===== src/rtl/core/assert_macros.svh =====
// ----------------------------------------------------------------------------
// assert_macros.svh
// Concurrent assertion shorthands shared by the list manager RTL.
// ----------------------------------------------------------------------------
`ifndef ASSERT_MACROS_SVH
`define ASSERT_MACROS_SVH

// Checked on every clock edge outside reset
`define ASSERT_CLKRST(label, clk, rst_n, prop, msg) \
    label: assert property (@(posedge clk) disable iff (!rst_n) prop) else $error(msg);

// Checked on every clock edge, reset included
`define ASSERT_CLK(label, clk, prop, msg) \
    label: assert property (@(posedge clk) prop) else $error(msg);

`endif


===== src/rtl/core/dllm_pkg.sv =====
// ----------------------------------------------------------------------------
// dllm_pkg
// Shared types and constants of the doubly linked list manager.
// ----------------------------------------------------------------------------
package dllm_pkg;

    // Default pool size
    localparam int NODES_DEF = 64;

    // Fixed widths of the channel fields
    localparam int CMD_W  = 4;
    localparam int NODE_W = 6;
    localparam int ANCH_W = 7;
    localparam int RES_W  = 7;
    localparam int FL_W   = 6;
    localparam int CNT_W  = 7;

    // Command codes
    typedef enum logic [CMD_W-1:0] {
        CMD_INIT      = 4'd0,
        CMD_CLEAR     = 4'd1,
        CMD_ADD_FIRST = 4'd2,
        CMD_ADD_LAST  = 4'd3,
        CMD_REM_FIRST = 4'd4,
        CMD_INS_AFTER = 4'd5,
        CMD_REMOVE    = 4'd6,
        CMD_NEXT      = 4'd7,
        CMD_PREV      = 4'd8
    } t_cmd;

    // Sequencer states
    typedef enum logic [2:0] {
        ST_IDLE,
        ST_EXEC,
        ST_EXEC2,
        ST_WALK,
        ST_DONE
    } t_state;

endpackage


===== src/rtl/core/dllm_ram.sv =====
// ----------------------------------------------------------------------------
// dllm_ram
// Generic single write port, single read port RAM with registered read.
// ----------------------------------------------------------------------------
module dllm_ram #(
    parameter int WIDTH = 8,
    parameter int DEPTH = 64
) (
    input  logic                     i_clk,
    input  logic                     i_we,
    input  logic [$clog2(DEPTH)-1:0] i_waddr,
    input  logic [WIDTH-1:0]         i_wdata,
    input  logic [$clog2(DEPTH)-1:0] i_raddr,
    output logic [WIDTH-1:0]         o_rdata
);

    logic [WIDTH-1:0] r_mem [DEPTH];
    logic [WIDTH-1:0] r_rdata;

    // Write and read-first registered read
    always_ff @(posedge i_clk) begin
        if (i_we) begin
            r_mem[i_waddr] <= i_wdata;
        end
        r_rdata <= r_mem[i_raddr];
    end

    assign o_rdata = r_rdata;

endmodule


===== src/rtl/core/dllm_ctrl.sv =====
// ----------------------------------------------------------------------------
// dllm_ctrl
// Command sequencer: reads, modifies and writes back the link memories,
// keeps the sentinel links and node count, and holds the result word.
// ----------------------------------------------------------------------------
`include "assert_macros.svh"

module dllm_ctrl
    import dllm_pkg::*;
#(
    parameter int NODES = NODES_DEF,
    localparam int LW   = $clog2(NODES + 1),
    localparam int AW   = $clog2(NODES)
) (
    input  logic              i_clk,
    input  logic              i_rst_n,
    // command channel
    input  logic              i_valid,
    output logic              o_stall,
    input  logic [CMD_W-1:0]  i_command,
    input  logic [NODE_W-1:0] i_node,
    input  logic [ANCH_W-1:0] i_anchor,
    // result channel
    output logic              o_valid,
    input  logic              i_stall,
    output logic [RES_W-1:0]  o_result_node,
    output logic              o_result_present,
    output logic [FL_W-1:0]   o_first_node,
    output logic [FL_W-1:0]   o_last_node,
    output logic              o_list_empty,
    output logic [CNT_W-1:0]  o_node_count,
    output logic              o_count_error,
    // forward link memory
    output logic              o_nx_we,
    output logic [AW-1:0]     o_nx_waddr,
    output logic [LW-1:0]     o_nx_wdata,
    output logic [AW-1:0]     o_nx_raddr,
    input  logic [LW-1:0]     i_nx_rdata,
    // backward link memory
    output logic              o_pv_we,
    output logic [AW-1:0]     o_pv_waddr,
    output logic [LW-1:0]     o_pv_wdata,
    output logic [AW-1:0]     o_pv_raddr,
    input  logic [LW-1:0]     i_pv_rdata
);

    localparam logic [LW-1:0] SENT = LW'(NODES);

    t_state           r_state, n_state;
    t_cmd             r_cmd, n_cmd;
    logic [LW-1:0]    r_node, n_node;
    logic [LW-1:0]    r_anchor, n_anchor;
    logic [LW-1:0]    r_tmp, n_tmp;
    logic [LW-1:0]    r_k, n_k;
    logic [LW-1:0]    r_head_first, n_head_first;
    logic [LW-1:0]    r_head_last, n_head_last;
    logic [LW-1:0]    r_count, n_count;
    logic [LW-1:0]    r_res, n_res;
    logic             r_present, n_present;
    logic             r_err, n_err;

    logic             r_o_valid, n_o_valid;
    logic [RES_W-1:0] r_o_res, n_o_res;
    logic             r_o_present, n_o_present;
    logic [FL_W-1:0]  r_o_first, n_o_first;
    logic [FL_W-1:0]  r_o_last, n_o_last;
    logic             r_o_empty, n_o_empty;
    logic [CNT_W-1:0] r_o_count, n_o_count;
    logic             r_o_err, n_o_err;

    logic             in_acc;
    logic             out_free;

    assign in_acc   = (r_state == ST_IDLE) && i_valid;
    assign out_free = !r_o_valid || !i_stall;

    // Control registers
    always_ff @(posedge i_clk) begin
        if (!i_rst_n) begin
            r_state      <= ST_IDLE;
            r_head_first <= SENT;
            r_head_last  <= SENT;
            r_count      <= '0;
            r_o_valid    <= 1'b0;
        end else begin
            r_state      <= n_state;
            r_head_first <= n_head_first;
            r_head_last  <= n_head_last;
            r_count      <= n_count;
            r_o_valid    <= n_o_valid;
        end
    end

    // Payload registers
    always_ff @(posedge i_clk) begin
        r_cmd       <= n_cmd;
        r_node      <= n_node;
        r_anchor    <= n_anchor;
        r_tmp       <= n_tmp;
        r_k         <= n_k;
        r_res       <= n_res;
        r_present   <= n_present;
        r_err       <= n_err;
        r_o_res     <= n_o_res;
        r_o_present <= n_o_present;
        r_o_first   <= n_o_first;
        r_o_last    <= n_o_last;
        r_o_empty   <= n_o_empty;
        r_o_count   <= n_o_count;
        r_o_err     <= n_o_err;
    end

    // Sequencer: next state, link memory accesses, head and count updates
    always_comb begin
        t_cmd          cmd_in;
        logic          node_ok;
        logic          anch_ok;
        logic [LW-1:0] nd_in;
        logic [LW-1:0] an_in;
        logic [LW-1:0] lnk_a;
        logic [LW-1:0] lnk_b;

        cmd_in  = t_cmd'(i_command);
        node_ok = int'(i_node) < NODES;
        anch_ok = int'(i_anchor) <= NODES;
        nd_in   = LW'(i_node);
        an_in   = LW'(i_anchor);
        lnk_a   = '0;
        lnk_b   = '0;

        n_state      = r_state;
        n_cmd        = r_cmd;
        n_node       = r_node;
        n_anchor     = r_anchor;
        n_tmp        = r_tmp;
        n_k          = r_k;
        n_head_first = r_head_first;
        n_head_last  = r_head_last;
        n_count      = r_count;
        n_res        = r_res;
        n_present    = r_present;
        n_err        = r_err;

        o_nx_we    = 1'b0;
        o_nx_waddr = '0;
        o_nx_wdata = '0;
        o_nx_raddr = '0;
        o_pv_we    = 1'b0;
        o_pv_waddr = '0;
        o_pv_wdata = '0;
        o_pv_raddr = '0;

        // output word: taken, then possibly reloaded below
        n_o_valid   = r_o_valid && i_stall;
        n_o_res     = r_o_res;
        n_o_present = r_o_present;
        n_o_first   = r_o_first;
        n_o_last    = r_o_last;
        n_o_empty   = r_o_empty;
        n_o_count   = r_o_count;
        n_o_err     = r_o_err;

        unique case (r_state)
            // take a command and issue its first reads
            ST_IDLE: begin
                if (in_acc) begin
                    n_cmd     = cmd_in;
                    n_node    = nd_in;
                    n_anchor  = an_in;
                    n_res     = '0;
                    n_present = 1'b0;
                    n_err     = 1'b0;
                    n_state   = ST_DONE;
                    unique case (cmd_in)
                        CMD_INIT, CMD_ADD_LAST: begin
                            if (node_ok) n_state = ST_EXEC;
                        end
                        CMD_CLEAR: begin
                            n_tmp      = r_head_first;
                            n_k        = r_count;
                            o_nx_raddr = AW'(r_head_first);
                            n_state    = ST_WALK;
                        end
                        CMD_ADD_FIRST: begin
                            o_pv_raddr = AW'(r_head_first);
                            if (node_ok) n_state = ST_EXEC;
                        end
                        CMD_REM_FIRST: begin
                            o_nx_raddr = AW'(r_head_first);
                            if (r_count != '0) n_state = ST_EXEC;
                        end
                        CMD_INS_AFTER: begin
                            o_nx_raddr = AW'(an_in);
                            if (node_ok && anch_ok) n_state = ST_EXEC;
                        end
                        CMD_REMOVE, CMD_NEXT, CMD_PREV: begin
                            o_nx_raddr = AW'(nd_in);
                            o_pv_raddr = AW'(nd_in);
                            if (node_ok) n_state = ST_EXEC;
                        end
                        default: n_state = ST_DONE;
                    endcase
                end
            end

            // read data back: first round of writes
            ST_EXEC: begin
                n_state = ST_DONE;
                unique case (r_cmd)
                    CMD_INIT: begin
                        o_nx_we    = 1'b1;
                        o_nx_waddr = AW'(r_node);
                        o_nx_wdata = r_node;
                        o_pv_we    = 1'b1;
                        o_pv_waddr = AW'(r_node);
                        o_pv_wdata = r_node;
                    end
                    CMD_ADD_FIRST: begin
                        // lnk_a: old first, lnk_b: its backward link
                        lnk_a      = r_head_first;
                        lnk_b      = (lnk_a == SENT) ? r_head_last : i_pv_rdata;
                        o_pv_we    = 1'b1;
                        o_pv_waddr = AW'(r_node);
                        o_pv_wdata = lnk_b;
                        o_nx_we    = 1'b1;
                        o_nx_waddr = AW'(r_node);
                        o_nx_wdata = lnk_a;
                        n_tmp      = lnk_a;
                        n_state    = ST_EXEC2;
                    end
                    CMD_ADD_LAST: begin
                        o_nx_we    = 1'b1;
                        o_nx_waddr = AW'(r_node);
                        o_nx_wdata = SENT;
                        o_pv_we    = 1'b1;
                        o_pv_waddr = AW'(r_node);
                        o_pv_wdata = r_head_last;
                        n_tmp      = r_head_last;
                        n_state    = ST_EXEC2;
                    end
                    CMD_REM_FIRST: begin
                        lnk_a = r_head_first;
                        lnk_b = (lnk_a == SENT) ? r_head_first : i_nx_rdata;
                        if (lnk_b == SENT) begin
                            n_head_last = SENT;
                        end else begin
                            o_pv_we    = 1'b1;
                            o_pv_waddr = AW'(lnk_b);
                            o_pv_wdata = SENT;
                        end
                        n_head_first = lnk_b;
                        n_count      = r_count - LW'(1);
                        n_res        = lnk_a;
                        n_present    = 1'b1;
                    end
                    CMD_INS_AFTER: begin
                        lnk_b      = (r_anchor == SENT) ? r_head_first : i_nx_rdata;
                        o_pv_we    = 1'b1;
                        o_pv_waddr = AW'(r_node);
                        o_pv_wdata = r_anchor;
                        o_nx_we    = 1'b1;
                        o_nx_waddr = AW'(r_node);
                        o_nx_wdata = lnk_b;
                        n_tmp      = lnk_b;
                        n_state    = ST_EXEC2;
                    end
                    CMD_REMOVE: begin
                        // lnk_a: predecessor, lnk_b: successor
                        lnk_a = i_pv_rdata;
                        lnk_b = i_nx_rdata;
                        if (lnk_a == SENT) begin
                            n_head_first = lnk_b;
                        end else begin
                            o_nx_we    = 1'b1;
                            o_nx_waddr = AW'(lnk_a);
                            o_nx_wdata = lnk_b;
                        end
                        if (lnk_b == SENT) begin
                            n_head_last = lnk_a;
                        end else begin
                            o_pv_we    = 1'b1;
                            o_pv_waddr = AW'(lnk_b);
                            o_pv_wdata = lnk_a;
                        end
                        if (r_count == '0) begin
                            n_err = 1'b1;
                        end else begin
                            n_count = r_count - LW'(1);
                        end
                        n_res     = r_node;
                        n_present = 1'b1;
                    end
                    CMD_NEXT, CMD_PREV: begin
                        lnk_a = (r_cmd == CMD_NEXT) ? i_nx_rdata : i_pv_rdata;
                        if (lnk_a != r_node) begin
                            n_res     = lnk_a;
                            n_present = 1'b1;
                        end
                    end
                    default: n_state = ST_DONE;
                endcase
            end

            // second round: relink the neighbour, move the head, count up
            ST_EXEC2: begin
                n_state = ST_DONE;
                unique case (r_cmd)
                    CMD_ADD_FIRST: begin
                        if (r_tmp == SENT) begin
                            n_head_last = r_node;
                        end else begin
                            o_pv_we    = 1'b1;
                            o_pv_waddr = AW'(r_tmp);
                            o_pv_wdata = r_node;
                        end
                        n_head_first = r_node;
                    end
                    CMD_ADD_LAST: begin
                        if (r_tmp == SENT) begin
                            n_head_first = r_node;
                        end else begin
                            o_nx_we    = 1'b1;
                            o_nx_waddr = AW'(r_tmp);
                            o_nx_wdata = r_node;
                        end
                        n_head_last = r_node;
                    end
                    default: begin
                        if (r_tmp == SENT) begin
                            n_head_last = r_node;
                        end else begin
                            o_pv_we    = 1'b1;
                            o_pv_waddr = AW'(r_tmp);
                            o_pv_wdata = r_node;
                        end
                        if (r_anchor == SENT) begin
                            n_head_first = r_node;
                        end else begin
                            o_nx_we    = 1'b1;
                            o_nx_waddr = AW'(r_anchor);
                            o_nx_wdata = r_node;
                        end
                    end
                endcase
                if (r_count >= SENT) begin
                    n_err = 1'b1;
                end else begin
                    n_count = r_count + LW'(1);
                end
            end

            // clear walk: one node per cycle along the forward links
            ST_WALK: begin
                if (r_k == '0) begin
                    n_head_first = SENT;
                    n_head_last  = SENT;
                    n_count      = '0;
                    n_state      = ST_DONE;
                end else begin
                    lnk_a = (r_tmp == SENT) ? r_head_first : i_nx_rdata;
                    if (r_tmp == SENT) begin
                        n_head_first = SENT;
                        n_head_last  = SENT;
                    end else begin
                        o_nx_we    = 1'b1;
                        o_nx_waddr = AW'(r_tmp);
                        o_nx_wdata = r_tmp;
                        o_pv_we    = 1'b1;
                        o_pv_waddr = AW'(r_tmp);
                        o_pv_wdata = r_tmp;
                    end
                    o_nx_raddr = AW'(lnk_a);
                    n_tmp      = lnk_a;
                    n_k        = r_k - LW'(1);
                end
            end

            // hand the word to the output register once it is free
            ST_DONE: begin
                if (out_free) begin
                    n_o_valid   = 1'b1;
                    n_o_res     = RES_W'(r_res);
                    n_o_present = r_present;
                    n_o_first   = (r_count != '0) ? FL_W'(r_head_first) : '0;
                    n_o_last    = (r_count != '0) ? FL_W'(r_head_last) : '0;
                    n_o_empty   = (r_count == '0);
                    n_o_count   = CNT_W'(r_count);
                    n_o_err     = r_err;
                    n_state     = ST_IDLE;
                end
            end

            default: n_state = ST_IDLE;
        endcase
    end

    assign o_stall          = (r_state != ST_IDLE);
    assign o_valid          = r_o_valid;
    assign o_result_node    = r_o_res;
    assign o_result_present = r_o_present;
    assign o_first_node     = r_o_first;
    assign o_last_node      = r_o_last;
    assign o_list_empty     = r_o_empty;
    assign o_node_count     = r_o_count;
    assign o_count_error    = r_o_err;

    // Checks
    `ASSERT_CLKRST(a_count_bound, i_clk, i_rst_n, r_count <= SENT, "node count above pool size")
    `ASSERT_CLK(a_reset_state, i_clk, $past(!i_rst_n) |-> (r_state == ST_IDLE && !r_o_valid), "sequencer not idle after reset")
    `ASSERT_CLKRST(a_accept_leaves_idle, i_clk, i_rst_n, in_acc |=> (r_state != ST_IDLE), "accepted word did not start the sequencer")
    `ASSERT_CLKRST(a_walk_step, i_clk, i_rst_n, (r_state == ST_WALK && r_k != '0) |=> (r_state == ST_WALK && r_k == $past(r_k) - LW'(1)), "clear walk lost a step")
    `ASSERT_CLKRST(a_done_holds, i_clk, i_rst_n, (r_state == ST_DONE && r_o_valid && i_stall) |=> (r_state == ST_DONE && $stable(r_res)), "finished word dropped while output stalled")

endmodule


===== src/rtl/core/doubly_linked_list_manager.sv =====
// ----------------------------------------------------------------------------
// doubly_linked_list_manager
// Circular doubly linked list over a pool of NODES nodes with a head
// sentinel (index NODES); links held in two synchronous memories.
// ----------------------------------------------------------------------------
// Use: the command channel (i_valid / o_stall) takes one word of command,
// node and anchor; the result channel (o_valid / i_stall) returns exactly
// one word per command: the removed or neighbouring node with its present
// flag, plus first node, last node, empty flag, count and count error.
// Steps: init, remove first, remove, next and previous: EXEC, DONE; add
// first, add last and insert after: EXEC, EXEC2, DONE; ignored: DONE; clear
// all: WALK, DONE. A command is accepted again the cycle after its result is
// loaded. Each step is one read-modify-write of the forward and backward
// link memories (one read and one write port each, registered read); clear
// all frees one node per cycle. Reset clears the sentinel to point at
// itself and the count to zero; the link memories are not cleared, and the
// user must see that a node's links are read only after they have been
// written; the block does not enforce it. When the receiver stalls, the
// result word waits in the output register while the next command is taken
// and worked on; it then waits at its end until the register is free.
// ----------------------------------------------------------------------------
module doubly_linked_list_manager
    import dllm_pkg::*;
#(
    parameter int NODES = NODES_DEF
) (
    input  logic              i_clk,
    input  logic              i_rst_n,
    input  logic              i_valid,
    output logic              o_stall,
    input  logic [CMD_W-1:0]  i_command,
    input  logic [NODE_W-1:0] i_node,
    input  logic [ANCH_W-1:0] i_anchor,
    output logic              o_valid,
    input  logic              i_stall,
    output logic [RES_W-1:0]  o_result_node,
    output logic              o_result_present,
    output logic [FL_W-1:0]   o_first_node,
    output logic [FL_W-1:0]   o_last_node,
    output logic              o_list_empty,
    output logic [CNT_W-1:0]  o_node_count,
    output logic              o_count_error
);

    localparam int LW = $clog2(NODES + 1);
    localparam int AW = $clog2(NODES);

    logic          nx_we, pv_we;
    logic [AW-1:0] nx_waddr, nx_raddr, pv_waddr, pv_raddr;
    logic [LW-1:0] nx_wdata, nx_rdata, pv_wdata, pv_rdata;

    // Command sequencer
    dllm_ctrl #(
        .NODES (NODES)
    ) u_ctrl (
        .i_clk            (i_clk),
        .i_rst_n          (i_rst_n),
        .i_valid          (i_valid),
        .o_stall          (o_stall),
        .i_command        (i_command),
        .i_node           (i_node),
        .i_anchor         (i_anchor),
        .o_valid          (o_valid),
        .i_stall          (i_stall),
        .o_result_node    (o_result_node),
        .o_result_present (o_result_present),
        .o_first_node     (o_first_node),
        .o_last_node      (o_last_node),
        .o_list_empty     (o_list_empty),
        .o_node_count     (o_node_count),
        .o_count_error    (o_count_error),
        .o_nx_we          (nx_we),
        .o_nx_waddr       (nx_waddr),
        .o_nx_wdata       (nx_wdata),
        .o_nx_raddr       (nx_raddr),
        .i_nx_rdata       (nx_rdata),
        .o_pv_we          (pv_we),
        .o_pv_waddr       (pv_waddr),
        .o_pv_wdata       (pv_wdata),
        .o_pv_raddr       (pv_raddr),
        .i_pv_rdata       (pv_rdata)
    );

    // Forward links
    dllm_ram #(
        .WIDTH (LW),
        .DEPTH (NODES)
    ) u_next_ram (
        .i_clk   (i_clk),
        .i_we    (nx_we),
        .i_waddr (nx_waddr),
        .i_wdata (nx_wdata),
        .i_raddr (nx_raddr),
        .o_rdata (nx_rdata)
    );

    // Backward links
    dllm_ram #(
        .WIDTH (LW),
        .DEPTH (NODES)
    ) u_prev_ram (
        .i_clk   (i_clk),
        .i_we    (pv_we),
        .i_waddr (pv_waddr),
        .i_wdata (pv_wdata),
        .i_raddr (pv_raddr),
        .o_rdata (pv_rdata)
    );

endmodule


===== config.mk =====
export PLATFORM = sky130hd
export DESIGN_NAME = doubly_linked_list_manager
export DESIGN_NICKNAME = d
export VERILOG_FILES = /design/src/rtl/core/dllm_pkg.sv /design/src/rtl/core/dllm_ram.sv /design/src/rtl/core/dllm_ctrl.sv /design/src/rtl/core/doubly_linked_list_manager.sv
export VERILOG_INCLUDE_DIRS = /design/src /design/src/rtl/core
export SDC_FILE = /design/constraint.sdc
export NUM_CORES = 1
export LEC_CHECK = 0
export BUFFER_PORTS_ARGS = -buffer_cell sky130_fd_sc_hd__buf_4
export CELL_PAD_IN_SITES_DETAIL_PLACEMENT = 1
export CELL_PAD_IN_SITES_GLOBAL_PLACEMENT = 2
export CORE_UTILIZATION = 50
export CTS_CLUSTER_DIAMETER = 80
export DETAILED_ROUTE_END_ITERATION = 8
export PLACE_DENSITY = 0.89
export SLEW_MARGIN = 5
export SYNTH_ARGS = -nofsm -noshare
export SYNTH_HDL_FRONTEND = slang
export SYNTH_SLANG_ARGS = --single-unit
export TNS_END_PERCENT = 100

===== constraint.sdc =====
create_clock -name i_clk -period 14.3 [get_ports i_clk]
set_input_delay 2.86 -clock i_clk [delete_from_list [all_inputs] [get_ports i_clk]]
set_output_delay 2.86 -clock i_clk [all_outputs]
set_load 0.05 [all_outputs]

==> flow_metrics.tcl <==
set metrics [dict create \
    final.setup.tns_ns 0 \
    cts_max_level 3 \
    antenna_cells 0 \
    yosys.cell_types.count 99 \
    r2r_slack_ns 8.77 \
    syn_area_mm2 0.04260 \
    ant_nets 0 \
    maxCapViolations 0 \
    post_cts_resized 0 \
    worst_slack_ns 7.217 \
    fin_worst_skew_ns 0.05926 \
    crit_type "in2reg" \
    clkTransAtPathRegs_ns 0.06 \
    leakage_nw 14.83 \
    post-place-ws_ns 6.561 \
    cts_root_buf "clkbuf_16" \
    clock.fmax_mhz 141.2 \
    yosys_warnings 0 \
    period_share_pct 49.53 \
    cts_inserted_buffers 103 \
    cts_tree "yes" \
    crit_start "i_valid" \
    synth-seq-cells 1004 \
    synthCells 3026 \
    r2r-end "u_next_ram.o_rdata[4]" \
    setup_violations 0 \
    antenna_found_initial 1 \
    core_mm2 0.08395 \
    dp.cells 4051 \
    yosysSeqAreaShare_pct 69.86 \
    outcome "finished clean" \
    routed_via_density 6.665 \
    vias 28270 \
    fin_hold_ws_ns 0.4208 \
    power.total_mw 6.998 \
    maxSlewViolCount 0 \
    rows 106 \
    rsz0062_at_grt "false" \
    initial_core_util_pct 50.74 \
    hold_buffers 0 \
    clk_latency_ns 0.70 \
    synthArstFlopShare_pct 0 \
    dr.first_iter.drc_count 3246 \
    gp_congestion 0.9394 \
    critPathMaxFanout 56 \
    grt_max_degree 133 \
    grt_pass1_wl_mm 192.1 \
    slew_headroom_pct 6.816 \
    postCtsSetupRepairBufs 0 \
    drc_errors 0 \
    min_from "u_ctrl.r_res[4]" \
    r2r_start "u_ctrl.r_state[1]" \
    postSynthAreaPerCell_um2 14.08 \
    multi_input_area_mm2 0.01205 \
    vdd_drop_max_uv 116.5 \
    worstMarginPinSlew_ns 1.383 \
    synth_nets 3056 \
    cp.arrival_ns 7.62 \
    hold_viol 0 \
    fin_nets 3052 \
    syn_to_final_growth_pct 11.19 \
    crit_required_ns 14.83 \
    fp.dieArea_mm2 0.08636 \
    drive_gt1_share_pct 11.74 \
    cts_buffer_depth 3 \
    finalCriticalPeriod_ns 7.083 \
    routed_wl_mm 129.4 \
    hpwlAfterDp_mm 81.04 \
    fp.dieW_um 293.9 \
    ff_latch_area_mm2 0.02976 \
    hold-path-endpoint "u_ctrl.o_result_node[4]" \
    hold_class "reg2reg" \
    wl_per_cell_um 30.51 \
    fillers 7893 \
    p_per_area_mw_per_mm2 147.8 \
    first_pass_iters 7 \
    fp.dieH_um 293.9 \
    gr-total-overflow 0 \
    portBuffers 51 \
    finalCoreUtilization_pct 56.41 \
    synth_edf_count 965 \
    endpoint_kind "flop" \
    grt_use_total_pct 29.93 \
    fin_area_mm2 0.04736 \
    ys.flop_type "edfxtp_1" \
    clock-sinks 1004 \
    placed_area_mm2 0.04403 \
    hold_path_depth 0 \
    crit_path_start_kind "primary input" \
    reg2regPathDepth 11 \
    grt_pass1_vias 29300 \
    io_pins 52 \
    fin_cells 4242 \
]
## layout by cell type, fill, tap and decap left out, types with 11 or more instances in the layout
cell type	n
a211oi_1	25
a21boi_0	23
a21oi_1	91
a221oi_1	30
a222oi_1	29
a22oi_1	36
a31oi_1	15
a32oi_1	16
and2_1	27
and3_1	27
buf_4	95
clkbuf_1	24
clkbuf_16	104
clkinv_1	20
clkinv_2	21
dfxtp_1	39
edfxtp_1	965
inv_1	19
mux2_2	47
mux2i_1	186
nand2_1	235
nand3_1	55
nand4_1	12
nor2_1	256
nor2b_1	23
nor3_1	78
nor4_1	28
nor4b_1	15
o211ai_1	34
o21ai_0	69
o221ai_1	11
o22ai_1	71
o311ai_0	48
or3_1	63
xnor2_1	11
## state kept, by name, indices dropped and copies added, names as in the netlist, 3 cells and up
| signal | count |
|---|---|
| u_ctrl.r_head_last | 7 |
| u_ctrl.r_head_first | 7 |
| u_ctrl.r_cmd | 4 |
| u_ctrl.o_result_node | 7 |
| u_prev_ram.r_mem | 448 |
| u_ctrl.o_first_node | 6 |
| u_ctrl.r_state | 3 |
| u_next_ram.o_rdata | 7 |
| u_ctrl.r_k | 7 |
| u_ctrl.o_last_node | 6 |
| u_ctrl.r_res | 7 |
| u_ctrl.r_tmp | 7 |
| u_prev_ram.o_rdata | 7 |
| u_ctrl.r_node | 6 |
| u_next_ram.r_mem | 448 |
| u_ctrl.o_node_count | 7 |
| u_ctrl.r_count | 7 |
| u_ctrl.r_anchor | 7 |
## worst max-delay path by stage
stage	end	slack (ns)	depth (start not counted)
floorplan	u_prev_ram.o_rdata[1]	8.81	11
finish	u_next_ram.o_rdata[4]	7.22	11
CTS	u_next_ram.o_rdata[4]	7.28	11
global placement	u_next_ram.o_rdata[0]	6.69	11
detailed placement	u_next_ram.o_rdata[0]	6.56	11
global route	u_next_ram.o_rdata[5]	7.02	11
## cells in the mapped netlist, types with 12 or more instances
library cell	n	share of area, %
edfxtp_1	965	68
nor2_1	258	2.3
nand2_1	237	2.1
mux2i_1	186	4.4
clkbuf_1	127	1.1
a21oi_1	94	1.1
o21ai_0	80	0.94
nor3_1	78	0.92
o22ai_1	71	1.0
or3_1	63	0.93
nand3_1	55	0.65
o311ai_0	48	0.99
mux2_2	47	1.2
dfxtp_1	39	1.8
buf_2	37	0.43
a22oi_1	36	0.63
o211ai_1	34	0.60
a221oi_1	30	0.62
a222oi_1	29	0.68
nor4_1	28	0.41
and2_1	27	0.40
and3_1	27	0.40
a211oi_1	25	0.44
buf_4	24	0.42
a21boi_0	23	0.41
nor2b_1	23	0.34
inv_1	19	0.17
a32oi_1	16	0.33
a31oi_1	15	0.22
nor4b_1	15	0.31
buf_1	14	0.12
nand4_1	12	0.18
## layer usage
layer	vias to the layer above	track usage (%)	wire, um
met4	2	12.18	5421
met2	1467	48.67	61880
met5	-	0	20
li1	11930	-	-
met3	339	4.690	10290
met1	14540	40.30	51820
## final cells by class
class | instances | area share [%]
Inverter | 20 | 0.1585
Tap cell | 1134 | 2.996
Timing Repair Buffer | 96 | 1.548
Clock buffer | 129 | 5.714
Clock inverter | 62 | 1.313
Sequential cell | 1004 | 62.83
Multi-Input combinational cell | 1797 | 25.44
## where the power goes
group          internal [mW]  switching, mW
clock network           1.51           1.17
registers               3.38          0.142
logic                  0.217          0.580
total                   5.10           1.89
## logic make-up (layout without fill, tap and decap cells)
| kind of cell | count (synthesis) | count (layout) | synth area share, % |
|---|---|---|---|
| compound gates | 631 | 631 | 10.77 |
| xor+xnor | 16 | 16 | 0.3290 |
| fa+ha+maj | 9 | 9 | 0.2820 |
| buf+inv | 225 | 307 | 2.356 |
| flops | 1004 | 1004 | 69.86 |
| mux | 240 | 240 | 5.983 |
| simple gates | 901 | 901 | 10.41 |
## worst max-delay path, cell delays in order
cell and delay [ns]:
buf_4 0.10, or4b_4 0.75, a221o_2 0.51, a31o_2 0.29, buf_4 0.27, nand2_4 0.57, buf_4 0.84, nor4_4 0.22
a222oi_1 0.46, nor4b_1 0.57, nor4_1 0.10
No activity file was read; power rests on OpenSTA's default activity.
